`config.mk`:
```
export PLATFORM = sky130hd
export DESIGN_NAME = xpbd_div
export DESIGN_NICKNAME = d
export VERILOG_FILES = /design/src/sv/xpbd_pkg.sv /design/src/sv/xpbd_div.sv
export SDC_FILE = /design/constraint.sdc
export NUM_CORES = 1
export LEC_CHECK = 0
export BUFFER_PORTS_ARGS = -buffer_cell sky130_fd_sc_hd__buf_2
export CAP_MARGIN = 20
export CORE_UTILIZATION = 62
export CTS_CLUSTER_DIAMETER = 50
export DETAILED_ROUTE_END_ITERATION = 10
export GPL_ROUTABILITY_DRIVEN = 1
export PLACE_DENSITY = 0.89
export SETUP_SLACK_MARGIN = 0.4
export SLEW_MARGIN = 15
export SYNTH_ARGS = -nofsm -noshare
export SYNTH_HDL_FRONTEND = slang
export SYNTH_SLANG_ARGS = --single-unit
```
`constraint.sdc`:
```
create_clock -name clk -period 22.7 [get_ports clk]
set_input_delay 4.54 -clock clk [delete_from_list [all_inputs] [get_ports clk]]
set_output_delay 4.54 -clock clk [all_outputs]
set_load 0.02 [all_outputs]
```
`src/sv/xpbd_pkg.sv`:
```
// Shared types, constants and helpers for the XPBD distance-constraint solver.
// Holds the table entry layouts, command and status codes and saturation.
// No dependencies.
package xpbd_pkg;

  localparam int PARTICLES     = 1024;
  localparam int CONSTRAINTS   = 4096;
  localparam int FRACTION_BITS = 16;

  localparam int PIDX_W = $clog2(PARTICLES);
  localparam int CIDX_W = $clog2(CONSTRAINTS);

  localparam int IN_TDATA_W  = 192;
  localparam int IN_TUSER_W  = 3;
  localparam int OUT_TDATA_W = 104;
  localparam int CFG_INDEX_W = 2;
  localparam int CFG_DATA_W  = 31;
  localparam int DIV_W       = 64;

  localparam logic [30:0] ALPHA_MAX     = 31'h7FFF_FFFF;
  localparam logic [30:0] SUBSTEP_RESET = 31'd1092;

  typedef enum logic [2:0] {
    CMD_WRITE_PARTICLE   = 3'd0,
    CMD_WRITE_CONSTRAINT = 3'd1,
    CMD_CLEAR_LAMBDAS    = 3'd2,
    CMD_SOLVE_PASS       = 3'd3,
    CMD_READ_PARTICLE    = 3'd4
  } cmd_t;

  typedef enum logic [1:0] {
    STAT_OK            = 2'd0,
    STAT_BAD_INDEX     = 2'd1,
    STAT_BAD_ENDPOINTS = 2'd2
  } status_t;

  typedef enum logic [1:0] {
    CFG_COMPLIANCE         = 2'd0,
    CFG_SUBSTEP_TIME       = 2'd1,
    CFG_CONSTRAINTS_IN_USE = 2'd2
  } cfg_reg_t;

  // One particle table entry.
  typedef struct packed {
    logic [30:0]        inv_mass;
    logic signed [31:0] z;
    logic signed [31:0] y;
    logic signed [31:0] x;
  } particle_t;

  // One constraint table entry (the accumulated lambda lives in its own RAM).
  typedef struct packed {
    logic signed [31:0] dir_z;
    logic signed [31:0] dir_y;
    logic signed [31:0] dir_x;
    logic [30:0]        rest_length;
    logic [9:0]         second;
    logic [9:0]         first;
  } constraint_t;

  // Clamp a wide signed value to the signed 32-bit range.
  function automatic logic signed [31:0] sat32(input logic signed [65:0] v);
    if (v > 66'sd2147483647) begin
      return 32'sh7FFF_FFFF;
    end else if (v < -66'sd2147483648) begin
      return 32'sh8000_0000;
    end
    return v[31:0];
  endfunction

endpackage

```
`src/sv/xpbd_div.sv`:
```
// Radix-2 restoring unsigned divider, one quotient bit per cycle.
// Depends on xpbd_pkg for the operand width.
module xpbd_div (
  input  logic                      clk,
  input  logic                      rst,
  input  logic                      start,
  input  logic [xpbd_pkg::DIV_W-1:0] dividend,
  input  logic [xpbd_pkg::DIV_W-1:0] divisor,
  output logic                      busy,
  output logic                      done,
  output logic [xpbd_pkg::DIV_W-1:0] quotient
);
  import xpbd_pkg::*;

  logic [DIV_W:0]         rem;
  logic [DIV_W-1:0]       dsr;
  logic [$clog2(DIV_W)-1:0] cnt;
  logic [DIV_W:0]         rem_sh;
  logic [DIV_W+1:0]       diff;
  logic                   ge;

  // Shift in the next dividend bit and trial-subtract the divisor.
  always_comb begin
    rem_sh = {rem[DIV_W-1:0], quotient[DIV_W-1]};
    diff   = {1'b0, rem_sh} - {2'b00, dsr};
    ge     = !diff[DIV_W+1];
  end

  always_ff @(posedge clk) begin
    if (rst) begin
      busy <= 1'b0;
      done <= 1'b0;
    end else begin
      done <= 1'b0;
      if (start) begin
        rem      <= '0;
        quotient <= dividend;
        dsr      <= divisor;
        cnt      <= '0;
        busy     <= 1'b1;
      end else if (busy) begin
        rem      <= ge ? diff[DIV_W:0] : rem_sh;
        quotient <= {quotient[DIV_W-2:0], ge};
        cnt      <= cnt + 1'b1;
        if (cnt == $clog2(DIV_W)'(DIV_W - 1)) begin
          busy <= 1'b0;
          done <= 1'b1;
        end
      end
    end
  end

endmodule

```
==> impl_metrics.toml <==
[routing]
viasPerCell = 6.09
drc_errors = 0
via_count = 9191
wire_per_inst_um = 18.5
wirelength_mm = 28.0
ant_nets = 0
first_pass_iters = 5
drtIter0Drc = 777

[sta]
maxSlewHeadroom_pct = 33.1
setup_tns_ns = 0
setup_viol = 0
fin_worst_skew_ns = 0.0142
grt_setup_unrepaired = "false"
drv_slew = 0
max_freq_mhz = 145
fin_crit_sh_pct = 30.4
whs_ns = 0.551
tightest_slew_ns = 1.00
period_needed_ns = 6.90
hold_viol = 0

[worst_setup_path]
path_common_cell = "buf_4"
start_kind = "primary input"
path_cells = "buf_4 > nor2_1 > nor2_4 > buf_4 > buf_4"
cpPeakStageDelay_ns = 0.84
cp_top_family = "buffers and inverters"
crit_buf_inv = 3
cp_max_fo = 75
cp.arrival_ns = 6.97
worstPathRequired_ns = 22.77
critical_path.endpoint_type = "flip-flop"
crit_type = "primary input to flip-flop"
critPathSlowestCell = "buf_4"

[place]
dpl.hpwl_mm = 20.2
place_area_sq_mm = 0.0128
place_congestion = 0.928
io_buffers = 196

[final_layout]
regArea_sq_mm = 0.00599
areaGrowthSynthToFinish_pct = 14.3
fillers = 1256
finish.instance_area_sq_mm = 0.0134
layout-drive-gt1-share_pct = 24.8
layout_commonest_cell = "edfxtp_1"
final_cell_mix = "edfxtp_1, buf_2, nand2_1"
nets = 1464
n_antenna_cell = 0
multi_input_area_sq_mm = 0.00521

[clock_tree]
cts_resized = 0
cts_buffer_depth = 2
cts_tree = "yes"
cts-root-buf = "clkbuf_16"
cts_buffers = 17
clk_pin_slew_worst_paths_ns = 0.08
cts_sinks = 200
htreeDepth = 4
holdBufCountCts = 0
cts_setup_buffers = 0
clk_latency_ns = 0.45

[power_and_ir_drop]
p_int_mw = 0.711
clkPwrFrac_pct = 28.9
p_switching_mw = 0.355
p_leak_nw = 5.53
finalPower_mw = 1.07
combPwrFrac_pct = 27.7
ir_drop_v = 0.0000609
powerDensity_mw_per_mm2 = 79.4
switching_share_pct = 33.3
pwr-share-seq_pct = 43.4

[yosys]
synth_edf_count = 198
ys_ff_latch = 200
syn_avg_cell_area_sq_um = 10.7
syn-cell-area_sq_mm = 0.0117
async_flop_share_pct = 0
yosys_warnings = 0
synth_nets = 1299
ys_seq_area_share_pct = 51.0
synthCells = 1102
synth_ff_type = "edfxtp_1"
yosysUniqueCellTypes = 66

[die]
core_area_sq_mm = 0.0183
die_x_um = 140
die-area_sq_mm = 0.0195
rows = 49
initial_core_util_pct = 64.3
die_h_um = 140
ios = 197

[worst_hold_path]
hold_class = "flip-flop to flip-flop"

[global_route]
antenna_found_initial = 0
grt_pass1_wl_mm = 45.0
track_usage_pct = 29.3
grt_max_degree = 78
grt_pass1_vias = 9135
overflow = 0

[job]
maxCapViolCount = 0

[run_status]
outcome = "completed"
-- stage by stage --
stage | cells | worst slack (ns) | utilization, %
after floorplan | 1102 | 11.05 | -
after global placement | 1477 | 15.40 | 70.2
after detailed placement | 1477 | 15.36 | 70.2
after CTS | 1509 | 15.80 | 73.4
after global routing | 1509 | 15.61 | 73.4
final | 1509 | 15.80 | 73.4
-- state kept, by name, indices dropped and copies added (netlist names) --
name / cells
busy: 1
cnt: 6
done: 1
dsr: 64
quotient: 64
rem: 64
-- area by class of cell --
type | instances | share of cell area, %
Sequential cell | 200 | 44.6
Inverter | 84 | 2.35
Clock buffer | 17 | 3.17
Tap cell | 229 | 2.14
Timing Repair Buffer | 201 | 7.61
Clock inverter | 15 | 1.27
Multi-Input combinational cell | 763 | 38.9
-- cell families after synthesis --
group / after synthesis / synth area share (%)
buffers and inverters: 139 / 4.81
adder cells (fa/ha/maj): 66 / 7.10
AND/OR/NAND/NOR: 288 / 11.1
XOR/XNOR: 61 / 4.55
multiplexers: 66 / 6.32
flip-flops: 200 / 51.0
AO/OA/AOI/OAI: 282 / 15.2
-- path summary, 6_finish.rpt --
path,to,cells after the start,from,slack [ns]
max,quotient[30],5,start,15.80
min,done,1,busy,0.55
max reg2reg,rem[59],12,rem[2],18.44
min reg2reg,done,1,busy,0.55
-- power by group through the flow --
stage / registers, mW / clock network [mW] / logic (mW)
floorplan: 0.478 / 0 / 0.212
global placement: 0.469 / 0 / 0.279
detailed placement: 0.470 / 0 / 0.289
CTS: 0.463 / 0.311 / 0.292
global route: 0.466 / 0.322 / 0.324
finish: 0.463 / 0.308 / 0.295
-- Yosys cell counts (all sizes together), types with 2 or more instances --
cell type	count	share of area, %
or2	2	0.11
o31a	3	0.22
a2111oi	4	0.56
xor2	22	1.6
dfxtp	2	0.34
o21a	8	0.51
nor2b	8	0.43
o31ai	3	0.19
a21o	23	1.5
a41oi	2	0.15
buf	23	1.1
o21bai	10	0.64
and3	6	0.32
mux2	65	6.2
a31oi	7	0.37
o21ba	2	0.17
a21oi	122	5.3
nand2b	4	0.21
xnor2	39	2.9
a221oi	3	0.22
clkbuf	32	1.0
or3	5	0.27
edfxtp	198	51
nor2	56	1.8
nand2	140	4.5
o21ai	48	2.1
a211oi	23	1.6
o22ai	5	0.27
nand4	23	1.3
a21boi	4	0.29
ha	65	6.9
o211ai	6	0.43
or4	3	0.19
nand3	10	0.43
inv	83	2.7
nor4	3	0.16
o221ai	3	0.22
nor3	23	1.0
-- layer usage --
| layer | up-vias | track usage (%) | wire, um |
|---|---|---|---|
| li1 | 4357 | - | - |
| met1 | 4335 | 34.9 | 10900 |
| met2 | 446 | 52.0 | 14300 |
| met3 | 53 | 6.40 | 2100 |
| met4 | 0 | 10.9 | 652 |
| met5 | - | 0 | 0 |
Power figures use the tool's default switching activity.
